<file path="src/hdl/session_table_rate_limiter_defines.svh">
// Assertion macros used by the session table rate limiter datapath.
// Expects signals named clk and arst_n in the including module.
`ifndef SESSION_TABLE_RATE_LIMITER_DEFINES_SVH
`define SESSION_TABLE_RATE_LIMITER_DEFINES_SVH

// same-cycle implication
`define STRL_ASSERT_IMPL(lbl, ante, cons, msg) \
lbl: assert property (@(posedge clk) disable iff (!arst_n) (ante) |-> (cons)) \
	else $error(msg);

// next-cycle implication
`define STRL_ASSERT_NEXT(lbl, ante, cons, msg) \
lbl: assert property (@(posedge clk) disable iff (!arst_n) (ante) |=> (cons)) \
	else $error(msg);

`endif

</file>
<file path="src/hdl/strl_pkg.sv">
// Shared types and constants for the session table rate limiter.
// No dependencies.
package strl_pkg;

	localparam logic [1:0] CMD_ADD    = 2'd0;
	localparam logic [1:0] CMD_REMOVE = 2'd1;
	localparam logic [1:0] CMD_CHECK  = 2'd2;

	localparam logic [7:0] MSG_LIMIT_RESET = 8'd10;
	localparam logic [7:0] COUNT_MAX       = 8'd255;

	localparam int CONN_W  = 16;
	localparam int TIME_W  = 32;
	localparam int SLOT_W  = 5;
	localparam int IN_TDATA_W  = 48;
	localparam int OUT_TDATA_W = 8;

	// controller -> datapath
	typedef struct packed {
		logic load;      // input transfer, capture the item
		logic match_en;  // compare all slots
		logic enc_en;    // pick lowest slot, read its entry
		logic upd_en;    // write back and post the result
	} strl_cmd_t;

	// datapath -> controller
	typedef struct packed {
		logic out_busy;  // result register full and not being taken
	} strl_sts_t;

endpackage

</file>
<file path="src/hdl/strl_ctrl.sv">
// Sequencer for the session table rate limiter.
// Depends on strl_pkg.
module strl_ctrl import strl_pkg::*; (
	input  logic      clk,
	input  logic      arst_n,
	input  logic      s_tvalid,
	output logic      s_tready,
	input  strl_sts_t sts,
	output strl_cmd_t cmd
);

	typedef enum logic [1:0] {
		ST_IDLE,
		ST_MATCH,
		ST_ENC,
		ST_UPD
	} state_t;

	state_t state_q;

	always_ff @(posedge clk or negedge arst_n) begin
		if (!arst_n) begin
			state_q <= ST_IDLE;
		end else begin
			unique case (state_q)
				ST_IDLE: begin
					if (s_tvalid) state_q <= ST_MATCH;
				end
				ST_MATCH: state_q <= ST_ENC;
				ST_ENC:   state_q <= ST_UPD;
				ST_UPD: begin
					if (!sts.out_busy) state_q <= ST_IDLE;
				end
				default: state_q <= ST_IDLE;
			endcase
		end
	end

	assign s_tready     = (state_q == ST_IDLE);
	assign cmd.load     = s_tready && s_tvalid;
	assign cmd.match_en = (state_q == ST_MATCH);
	assign cmd.enc_en   = (state_q == ST_ENC);
	assign cmd.upd_en   = (state_q == ST_UPD) && !sts.out_busy;

endmodule

</file>
<file path="src/hdl/strl_dp.sv">
// Datapath: slot table, count/window memories, limiter math, result register.
// Depends on strl_pkg and session_table_rate_limiter_defines.svh.
`include "session_table_rate_limiter_defines.svh"

module strl_dp import strl_pkg::*; #(
	parameter int NUM_SESSIONS = 32
) (
	input  logic                    clk,
	input  logic                    arst_n,
	input  strl_cmd_t               cmd,
	output strl_sts_t               sts,
	input  logic [1:0]              in_command,
	input  logic [CONN_W-1:0]       in_conn_id,
	input  logic [TIME_W-1:0]       in_now,
	input  logic                    msg_limit_we,
	input  logic [7:0]              msg_limit_wdata,
	output logic                    res_valid,
	input  logic                    res_ready,
	output logic                    res_found,
	output logic                    res_allowed,
	output logic [SLOT_W-1:0]       res_slot_index
);

	localparam int IDX_W = $clog2(NUM_SESSIONS);

	logic [7:0]              msg_limit_q;
	logic [1:0]              cmd_q;
	logic [CONN_W-1:0]       id_q;
	logic [TIME_W-1:0]       now_q;

	logic [NUM_SESSIONS-1:0] slot_valid_q;
	logic [CONN_W-1:0]       slot_conn_q [NUM_SESSIONS];
	logic [7:0]              count_mem   [NUM_SESSIONS];
	logic [TIME_W-1:0]       window_mem  [NUM_SESSIONS];

	logic [NUM_SESSIONS-1:0] match_q;
	logic [NUM_SESSIONS-1:0] free_q;
	logic [NUM_SESSIONS-1:0] pick_vec;
	logic [IDX_W-1:0]        pick_idx;
	logic                    pick_hit;
	logic [IDX_W-1:0]        idx_q;
	logic                    hit_q;
	logic [7:0]              rd_count_q;
	logic [TIME_W-1:0]       rd_window_q;

	logic [8:0]              cap;
	logic [8:0]              cnt_base;
	logic [8:0]              cnt_next;
	logic                    over;
	logic                    mem_we;
	logic [7:0]              count_wdata;
	logic                    allowed_d;

	logic                    res_valid_q;
	logic                    found_q;
	logic                    allowed_q;
	logic [IDX_W-1:0]        res_idx_q;

	// configuration register
	always_ff @(posedge clk or negedge arst_n) begin
		if (!arst_n) begin
			msg_limit_q <= MSG_LIMIT_RESET;
		end else if (msg_limit_we) begin
			msg_limit_q <= msg_limit_wdata;
		end
	end

	// item capture
	always_ff @(posedge clk) begin
		if (cmd.load) begin
			cmd_q <= in_command;
			id_q  <= in_conn_id;
			now_q <= in_now;
		end
	end

	// parallel compare over all slots
	always_ff @(posedge clk) begin
		if (cmd.match_en) begin
			for (int i = 0; i < NUM_SESSIONS; i++) begin
				match_q[i] <= slot_valid_q[i] && (slot_conn_q[i] == id_q);
				free_q[i]  <= !slot_valid_q[i];
			end
		end
	end

	// lowest set bit wins
	always_comb begin
		pick_vec = (cmd_q == CMD_ADD) ? free_q : match_q;
		pick_idx = '0;
		for (int i = NUM_SESSIONS - 1; i >= 0; i--) begin
			if (pick_vec[i]) pick_idx = IDX_W'(i);
		end
		pick_hit = (|pick_vec) &&
			(cmd_q == CMD_ADD || cmd_q == CMD_REMOVE || cmd_q == CMD_CHECK);
	end

	always_ff @(posedge clk) begin
		if (cmd.enc_en) begin
			idx_q       <= pick_idx;
			hit_q       <= pick_hit;
			rd_count_q  <= count_mem[pick_idx];
			rd_window_q <= window_mem[pick_idx];
		end
	end

	// limiter: new window restarts the count, saturate at limit+1 (max 255)
	always_comb begin
		cap      = (msg_limit_q == COUNT_MAX) ? {1'b0, COUNT_MAX}
			: {1'b0, msg_limit_q} + 9'd1;
		cnt_base = (rd_window_q != now_q) ? 9'd0 : {1'b0, rd_count_q};
		cnt_next = (cnt_base >= cap) ? cap : cnt_base + 9'd1;
		over     = cnt_next > {1'b0, msg_limit_q};
	end

	always_comb begin
		mem_we      = 1'b0;
		count_wdata = cnt_next[7:0];
		allowed_d   = hit_q;
		unique case (cmd_q)
			CMD_ADD: begin
				mem_we      = cmd.upd_en && hit_q;
				count_wdata = '0;
			end
			CMD_CHECK: begin
				mem_we    = cmd.upd_en && hit_q;
				allowed_d = hit_q && !over;
			end
			default: begin
				mem_we = 1'b0;
			end
		endcase
	end

	// window is always the current second after add or check
	always_ff @(posedge clk) begin
		if (mem_we) begin
			count_mem[idx_q]  <= count_wdata;
			window_mem[idx_q] <= now_q;
		end
	end

	always_ff @(posedge clk or negedge arst_n) begin
		if (!arst_n) begin
			slot_valid_q <= '0;
		end else if (cmd.upd_en && hit_q) begin
			if (cmd_q == CMD_ADD) slot_valid_q[idx_q] <= 1'b1;
			else if (cmd_q == CMD_REMOVE) slot_valid_q[idx_q] <= 1'b0;
		end
	end

	always_ff @(posedge clk) begin
		if (cmd.upd_en && hit_q && cmd_q == CMD_ADD) begin
			slot_conn_q[idx_q] <= id_q;
		end
	end

	// result register
	always_ff @(posedge clk or negedge arst_n) begin
		if (!arst_n) begin
			res_valid_q <= 1'b0;
		end else if (cmd.upd_en) begin
			res_valid_q <= 1'b1;
		end else if (res_ready) begin
			res_valid_q <= 1'b0;
		end
	end

	always_ff @(posedge clk) begin
		if (cmd.upd_en) begin
			found_q   <= hit_q;
			allowed_q <= allowed_d;
			res_idx_q <= hit_q ? idx_q : '0;
		end
	end

	assign sts.out_busy   = res_valid_q && !res_ready;
	assign res_valid      = res_valid_q;
	assign res_found      = found_q;
	assign res_allowed    = allowed_q;
	assign res_slot_index = SLOT_W'(res_idx_q);

	`STRL_ASSERT_NEXT(a_add_sets_valid, cmd.upd_en && hit_q && cmd_q == CMD_ADD,
		slot_valid_q[idx_q], "add did not mark slot valid")
	`STRL_ASSERT_NEXT(a_remove_clears_valid, cmd.upd_en && hit_q && cmd_q == CMD_REMOVE,
		!slot_valid_q[idx_q], "remove did not free slot")
	`STRL_ASSERT_IMPL(a_allowed_needs_found, res_valid_q,
		found_q || !allowed_q, "allowed without found")
	`STRL_ASSERT_IMPL(a_count_bounded, mem_we && cmd_q == CMD_CHECK,
		cnt_next <= cap, "count above saturation bound")

endmodule

</file>
<file path="src/hdl/session_table_rate_limiter.sv">
// Top level of the session table rate limiter: sequencer plus datapath.
// Depends on strl_pkg, strl_ctrl and strl_dp.
//
// Usage: commands arrive on the s_ stream (tuser = command, tdata = conn_id and
// now_seconds); one result per command leaves on the m_ stream (found, allowed,
// slot_index). The message limit is written with msg_limit_we/msg_limit_wdata while idle.
// Each command runs compare, lowest-slot encode with count/window read, then
// write-back, each step registered; a new command is taken only once the previous
// one has left write-back. These steps hold the slot compare, the priority encoder
// feeding the entry memories and the read-modify-write of one entry.
// The result sits in an output register; while m_tready is low the next command is
// still accepted and worked up to write-back, where it waits for the register to free.
// Reset frees every slot and loads the message limit with 10; no clearing pass is needed.
module session_table_rate_limiter import strl_pkg::*; #(
	parameter int NUM_SESSIONS = 32
) (
	input  logic                   clk,
	input  logic                   arst_n,
	input  logic                   s_tvalid,
	output logic                   s_tready,
	input  logic [IN_TDATA_W-1:0]  s_tdata,   // [15:0] conn_id, [47:16] now_seconds
	input  logic [1:0]             s_tuser,   // [1:0] command
	output logic                   m_tvalid,
	input  logic                   m_tready,
	output logic [OUT_TDATA_W-1:0] m_tdata,   // [0] found, [1] allowed, [6:2] slot_index
	input  logic                   msg_limit_we,
	input  logic [7:0]             msg_limit_wdata
);

	strl_cmd_t          cmd;
	strl_sts_t          sts;
	logic               found;
	logic               allowed;
	logic [SLOT_W-1:0]  slot_index;

	strl_ctrl u_ctrl (
		.clk      (clk),
		.arst_n   (arst_n),
		.s_tvalid (s_tvalid),
		.s_tready (s_tready),
		.sts      (sts),
		.cmd      (cmd)
	);

	strl_dp #(
		.NUM_SESSIONS (NUM_SESSIONS)
	) u_dp (
		.clk             (clk),
		.arst_n          (arst_n),
		.cmd             (cmd),
		.sts             (sts),
		.in_command      (s_tuser),
		.in_conn_id      (s_tdata[CONN_W-1:0]),
		.in_now          (s_tdata[CONN_W+TIME_W-1:CONN_W]),
		.msg_limit_we    (msg_limit_we),
		.msg_limit_wdata (msg_limit_wdata),
		.res_valid       (m_tvalid),
		.res_ready       (m_tready),
		.res_found       (found),
		.res_allowed     (allowed),
		.res_slot_index  (slot_index)
	);

	assign m_tdata = {1'b0, slot_index, allowed, found};

endmodule

</file>
<file path="config.mk">
export PLATFORM = sky130hd
export DESIGN_NAME = session_table_rate_limiter
export DESIGN_NICKNAME = d
export VERILOG_FILES = /design/src/hdl/strl_pkg.sv /design/src/hdl/strl_ctrl.sv /design/src/hdl/strl_dp.sv /design/src/hdl/session_table_rate_limiter.sv
export VERILOG_INCLUDE_DIRS = /design/src /design/src/hdl
export SDC_FILE = /design/constraint.sdc
export NUM_CORES = 2
export LEC_CHECK = 0
export BUFFER_PORTS_ARGS = -buffer_cell sky130_fd_sc_hd__buf_2
export CORE_ASPECT_RATIO = 0.75
export CORE_MARGIN = 8
export CORE_UTILIZATION = 40
export DETAILED_ROUTE_END_ITERATION = 8
export GPL_TIMING_DRIVEN = 1
export MAX_ROUTING_LAYER = met4
export SLEW_MARGIN = 10
export SYNTH_ARGS = -nofsm -noshare
export SYNTH_HDL_FRONTEND = slang
export SYNTH_SLANG_ARGS = --single-unit
</file>
<file path="constraint.sdc">
create_clock -name clk -period 5 [get_ports clk]
set_input_delay 1 -clock clk [delete_from_list [all_inputs] [get_ports clk]]
set_output_delay 1 -clock clk [all_outputs]
set_load 0.01 [all_outputs]
</file>
== Yosys cells after proc, flatten, opt, wreduce, memory -nomap -nowiden ==
Memories as Yosys holds them, arrays and structs flattened. A register that Yosys moved wholly into a read port is not among the register bits.
Cells that the tools add are included.

* Add/sub/neg operators: 2
* $mul: 0
* Div/mod/pow operators: 0
* Order comparisons: 4
* Equality and inequality tests: 41
* Shift operators: 0
* Mux-type cells: 52
* Bitwise logic cells: 3
* Reductions and logical operators: 85

{| class="wikitable"
|+ Operators with widths
! cell !! count
|-
| 16-bit equality test || 32
|-
| 5-bit 2-to-1 mux || 32
|-
| 32-bit 2-to-1 mux || 3
|-
| 1-bit logical AND || 40
|-
| 1-bit zero test || 35
|-
| 32-bit bitwise AND || 1
|-
| 32-bit != test || 1
|-
| 32-bit NOT || 1
|-
| 32-bit OR || 1
|-
| 32-bit OR reduction || 1
|-
| 9-bit 2-to-1 mux || 2
|-
| 8-bit 2-to-1 mux || 2
|-
| 8-bit by 1-bit adder with 9-bit output, second input constant || 1
|-
| 9-bit by 1-bit adder with 9-bit output, second input constant || 1
|-
| 9-bit greater-or-equal comparator || 1
|-
| 9-bit by 8-bit greater-than comparator with 1-bit output || 1
|-
| 1-bit 2-to-1 mux || 9
|-
| 8-bit equality test, second input constant || 1
|-
| 2-bit one-hot mux with 4 select lines || 1
|-
| 2-bit equality test, second input constant || 3
|-
| 5-bit by 6-bit less-than comparator with 1-bit output, second input constant || 1
|-
| 1-bit demux with 5-bit select || 1
|-
| 5-bit by 1-bit greater-or-equal comparator with 1-bit output, second input constant || 1
|-
| 2-bit by 1-bit equality test with 1-bit output, second input constant || 2
|-
| 7 further kinds || 13
|}

* Flip-flop bits (word level): 170
* Latch bits: 0
* RAM bits: 1,792
* ROM bits: 0
* Input port bits: 63
* Output and inout port bits: 10
* Logic and storage cells: 204
* Memories: 3

{| class="wikitable"
|+ Memories
! memory !! depth !! bits a word !! read ports !! clocked after Yosys merged registers in !! write ports !! RTL line !! source
|-
| u_dp.window_mem || 32 || 32 || 1 || 1 || 1 || strl_dp.sv:34 || <nowiki>logic [TIME_W-1:0] window_mem [NUM_SESSIONS];</nowiki>
|-
| u_dp.slot_conn_q || 32 || 16 || 32 || 0 || 1 || strl_dp.sv:32 || <nowiki>logic [CONN_W-1:0] slot_conn_q [NUM_SESSIONS];</nowiki>
|-
| u_dp.count_mem || 32 || 8 || 1 || 1 || 1 || strl_dp.sv:33 || <nowiki>logic [7:0] count_mem [NUM_SESSIONS];</nowiki>
|}

== Depth between registers and ports, before layout ==
* Depth in word-level cells: 34
* Gate-level depth with buffers: 26
* Depth with buffers taken out: 25

== Hierarchy ==
A second synthesis with hierarchy kept.

* Cells, all modules: 4,982
* Area total of the unflattened synthesis: 81,142.8 um^2

{| class="wikitable"
|+ By module, submodules not included
! module !! times used !! cells an instance !! area each (um^2) !! sequential area each (um^2)
|-
| strl_dp || 1 || 4,961 || 80,946.4 || 59,854.9
|-
| strl_ctrl || 1 || 17 || 170.2 || 50.0
|-
| session_table_rate_limiter || 1 || 4 || 26.3 || 0.0
|}

== Worst setup path after synthesis ==
No wires, ideal clock.

* Kind: reg-to-reg
* Start point: reg u_dp.now_q[28]
* End point: reg u_dp.allowed_q (netlist: u_dp.res_allowed), data pin
* Setup time: 131 ps
* Arrival: 5,086 ps
* Required time: 4,869 ps
* Path slack: -217 ps
* Stages on the path, launching flop included: 27
* Path buffers: 1
* Clock period less this slack: 5,217 ps
* Cell sequence: edfxtp_1 xor2_1 nor4_1 nand4_1 nor2_1 nand2_1 ha_1 nand2b_1 a21o_1 a21o_1 a21o_1 a21o_1 a21oi_1 o21ai_0 clkbuf_1 nor2_1 a21oi_1 ha_1 nor2b_1 o21a_1 o21a_1 o21a_1 o21a_1 o21a_1 o21a_1 o221ai_1 o211a_1

* Cells in the longest elaborated chain, start to end: 8
* Elaborated cells on any way between the ends: 9
* Those cells by class: add/sub: 1; order compare: 2; eq/ne: 1; mux: 3; reduce/logical: 2

{| class="wikitable"
|+ Ends and longest elaborated chain
! what !! RTL line !! source
|-
| from (decl) || strl_dp.sv:29 || <nowiki>logic [TIME_W-1:0] now_q;</nowiki>
|-
| from (signal assigned) || strl_dp.sv:73 || <nowiki>now_q <= in_now;</nowiki>
|-
| 32-bit != test * || strl_dp.sv:111 || <nowiki>cnt_base = (rd_window_q != now_q) ? 9'd0 : {1'b0, rd_count_q};</nowiki>
|-
| 8-bit 2-to-1 mux * || strl_dp.sv:111 ||
|-
| 9-bit by 1-bit adder with 9-bit output / 9-bit greater-or-equal comparator (equally long branches) || strl_dp.sv:112 || <nowiki>cnt_next = (cnt_base >= cap) ? cap : cnt_base + 9'd1;</nowiki>
|-
| 9-bit 2-to-1 mux * || strl_dp.sv:112 ||
|-
| 9-bit by 8-bit greater-than comparator with 1-bit output * || strl_dp.sv:113 || <nowiki>over = cnt_next > {1'b0, msg_limit_q};</nowiki>
|-
| 1-bit zero test * || strl_dp.sv:127 || <nowiki>allowed_d = hit_q && !over;</nowiki>
|-
| 1-bit logical AND * || strl_dp.sv:127 ||
|-
| 1-bit 2-to-1 mux * || strl_dp.sv:120 || <nowiki>unique case (cmd_q)</nowiki>
|-
| named net u_dp.allowed_d || strl_dp.sv:52 || <nowiki>logic allowed_d;</nowiki>
|-
| to (signal assigned) || strl_dp.sv:172 || <nowiki>allowed_q <= allowed_d;</nowiki>
|-
| to (decl) || strl_dp.sv:56 || <nowiki>logic allowed_q;</nowiki>
|}

Mark *: on every way through the listed nets, which the timed path passes. The rest lies on a longest branch.
A chain may end at the register's enable or synchronous reset.

== Worst setup path in the final report ==
* Start point: reg u_dp.now_q[15]
* End point: reg u_dp.allowed_q (netlist: u_dp.res_allowed), data pin

Same word-level chain as after synthesis.

==> results.sh <==
export IMPL_n_fill_cell=17583
export IMPL_violations="setup timing"
export IMPL_via_count=48648
export IMPL_clk_pin_slew_worst_paths_ns=0.06
export IMPL_p_per_area_nw_per_um2=441
export IMPL_wl_mm=231
export IMPL_rows=143
export IMPL_grt_pass1_wl_mm=332
export IMPL_final_common_cell="edfxtp_1"
export IMPL_gr_total_overflow=0
export IMPL_synthDistinctLibCells=72
export IMPL_cp_required_ns=5.67
export IMPL_cp_arrival_ns=5.71
export IMPL_clockRootBuffer="clkbuf_16"
export IMPL_critPathSlowestCell="edfxtp_1"
export IMPL_setup_ws_ns=-0.0405
export IMPL_crit_fanout=4
export IMPL_synthSimpleGateAreaFrac_pct=6.45
export IMPL_area_delta_synth_final_pct=14.5
export IMPL_gr_usage_met1_pct=31.1
export IMPL_synth_seq_cells=2002
export IMPL_h_tree_depth=4
export IMPL_max_stage_delay_ns=0.41
export IMPL_start_util_pct=40.3
export IMPL_io_buffers=71
export IMPL_synth_top_area_share_pct=72.1
export IMPL_yosys_warnings=0
export IMPL_die_x_um=537
export IMPL_io_pins=73
export IMPL_cts_tree="done"
export IMPL_dp_final_hpwl_mm=123
export IMPL_period_share_pct=101
export IMPL_synth_main_ff_cell="edfxtp_1"
export IMPL_min_period_ns=5.04
export IMPL_synth_top_family_by_area="compound AO/OA/AOI/OAI gates"
export IMPL_slew_violations=0
export IMPL_synth_area_leaders="edfxtp_1 (72%), xor2_1 (5.9%), nand2_1 (2.8%)"
export IMPL_via_per_inst=5.74
export IMPL_grt_use_met2_pct=30.8
export IMPL_die_area_um2=219000
export IMPL_critPathKind="flip-flop to flip-flop"
export IMPL_syn_avg_cell_area_um2=15.0
export IMPL_cp_depth=26
export IMPL_max_clock_freq_mhz=198
export IMPL_setup_viol=1
export IMPL_endpoint_kind="flip-flop"
export IMPL_fp_dieH_um=407
export IMPL_antenna_found_initial=15
export IMPL_grt_total_usage_pct=21.2
export IMPL_rsz0062_at_grt="yes"
export IMPL_outcome="finished with violations"
export IMPL_busiest_layer="met1"
export IMPL_grt_max_degree=100
export IMPL_netlist_area_um2=81600
export IMPL_cts_buffers=194
export IMPL_synth_fa_ha_area_share_pct=0.338
export IMPL_numPlacedInstances=8106
export IMPL_ys_seq_area_share_pct=73.4
export IMPL_cts_path_max_buffers=3
export IMPL_max_slew_margin_pct=20.0
export IMPL_antenna_left=0
export IMPL_syn_nets=5510
export IMPL_routedWlPerCell_um=27.2
export IMPL_synth_compound_area_share_pct=9.89
export IMPL_hold_violations=0
export IMPL_drc=0
export IMPL_use_met3_pct=3.82
export IMPL_hp_class="input pin to async pin"
export IMPL_cp_common_cell="o21a_1"
export IMPL_tightest_slew_ns=1.20
export IMPL_critPathTopFamily="compound AO/OA/AOI/OAI gates"
export IMPL_clk_latency_ns=0.82
export IMPL_final_cell_mix="edfxtp_1 (1959), nand2_1 (612), xor2_1 (546), a21oi_1 (312), buf_4 (222)"
export IMPL_total_power_mw=41.2
export IMPL_finalNonFillerCells=8474
export IMPL_core_area_um2=203000
export IMPL_place_congestion=0.863
export IMPL_startpoint_type="flip-flop"
export IMPL_grt_pass1_vias=46352
export IMPL_drtPass1Iterations=6
export IMPL_synth_edff_count=1959
export IMPL_drv_cap=0
export IMPL_drive_above_1_share_pct=12.6
export IMPL_syn_instance_count=5425
export IMPL_finClkSkew_ns=0.0402
export IMPL_leakage_nw=31.9
export IMPL_nets=5715
export IMPL_rr_worst_depth=26
export IMPL_vdd_drop_max_mv=0.386
export IMPL_synthXorXnorAreaFrac_pct=5.94
export IMPL_post_synth_top_area_cell="edfxtp_1"
export IMPL_synthMuxAreaShare_pct=1.54
export IMPL_cts_sinks=2002
export IMPL_synth_async_reset_ratio_pct=2.15
export IMPL_drt_iter0_markers=6257
export IMPL_crit_buf_inv=2
[routing by layer]
| metal | part of all wire (%) | wire length, µm |
|---|---|---|
| met1 | 45 | 105000 |
| met2 | 44 | 101000 |
| met3 | 8.8 | 20300 |
| met4 | 2.3 | 5230 |
| met5 | 0 | 0 |
[cell type report]
cell class / instances / area (µm²) / share of cell area [%]
Antenna cell: 3 / 7.51 / 0.00804
Multi-Input combinational cell: 2961 / 20200 / 21.6
Inverter: 95 / 378 / 0.404
Timing Repair Buffer: 376 / 3670 / 3.92
Tap cell: 2682 / 3360 / 3.59
Sequential cell: 2002 / 59900 / 64.1
Clock buffer: 254 / 5260 / 5.63
Clock inverter: 101 / 692 / 0.741
[synth_stat cells (97+ instances only)]
cell,number
nor4_1,183
o21ai_0,123
mux2i_1,114
a2111oi_0,141
buf_2,106
o211a_1,217
nor2_1,97
xor2_1,546
nand2_1,614
edfxtp_1,1959
a21oi_1,314
clkbuf_1,187
a211oi_1,113
[repair_timing]
action	in CTS	in global routing
pin swaps	22	7
gates resized for setup	15	4
setup buffers	10	0
hold buffers	0	0
setup endpoints to repair	1	1
[path summary, 6_finish.rpt]
kind | start | end | slack (ns)
max | u_dp.now_q[15] | u_dp.res_allowed | -0.04
max in group asynchronous | arst_n | u_dp.msg_limit_q[0] | 4.23
max reg2reg | u_dp.now_q[15] | u_dp.res_allowed | -0.04
min reg2reg | flip-flop | flip-flop | 0.51
min | arst_n | u_dp.res_valid | 0.29
min in group clk | s_tdata[14] | u_dp.id_q[14] | 0.36
[sequential cells by signal, summed over array words and instances (netlist names), 5 cells and up, named ones only]
signal and flops:
u_dp.id_q 16, u_dp.res_slot_index 5, u_dp.rd_count_q 8, u_dp.count_mem 256, u_dp.idx_q 5, u_dp.match_q 32
u_dp.msg_limit_q 8, u_dp.slot_conn_q 512, u_dp.now_q 32, u_dp.window_mem 1024, u_dp.rd_window_q 32, u_dp.free_q 32
[cell families (layout without fill, tap and decap cells)]
kind of cell,count (synthesis),count (layout)
compound gates,1120,1120
mux,124,124
other cells,1,4
simple gates,1141,1141
flops,2002,2002
fa+ha+maj,22,22
buf+inv,462,826
xor+xnor,553,553
[per-stage QoR]
step           hold slack (ns)  setup slack (ns)  util [%]  cell area [µm²]  TNS [ns]
2_1_floorplan            0.474           0.00315         -            81600         0
3_3_place_gp             0.487            -0.451      43.1            87300    -0.451
3_5_place_dp             0.497            -0.413      43.1            87300    -0.413
4_1_cts                  0.243           0.00240      46.1            93400         0
5_1_grt                  0.294            -0.188      46.1            93400    -0.188
6_report                 0.288           -0.0405      46.1            93400   -0.0405
[power by group]
group	internal [mW]	leakage (nW)	switching, mW	total [mW]
clock network	7.65	2.90	6.24	13.9
registers	19.6	18.3	0.359	20.0
logic	2.07	10.7	5.28	7.34
total	29.3	31.9	11.9	41.2
Power figures use the tool's default switching activity.
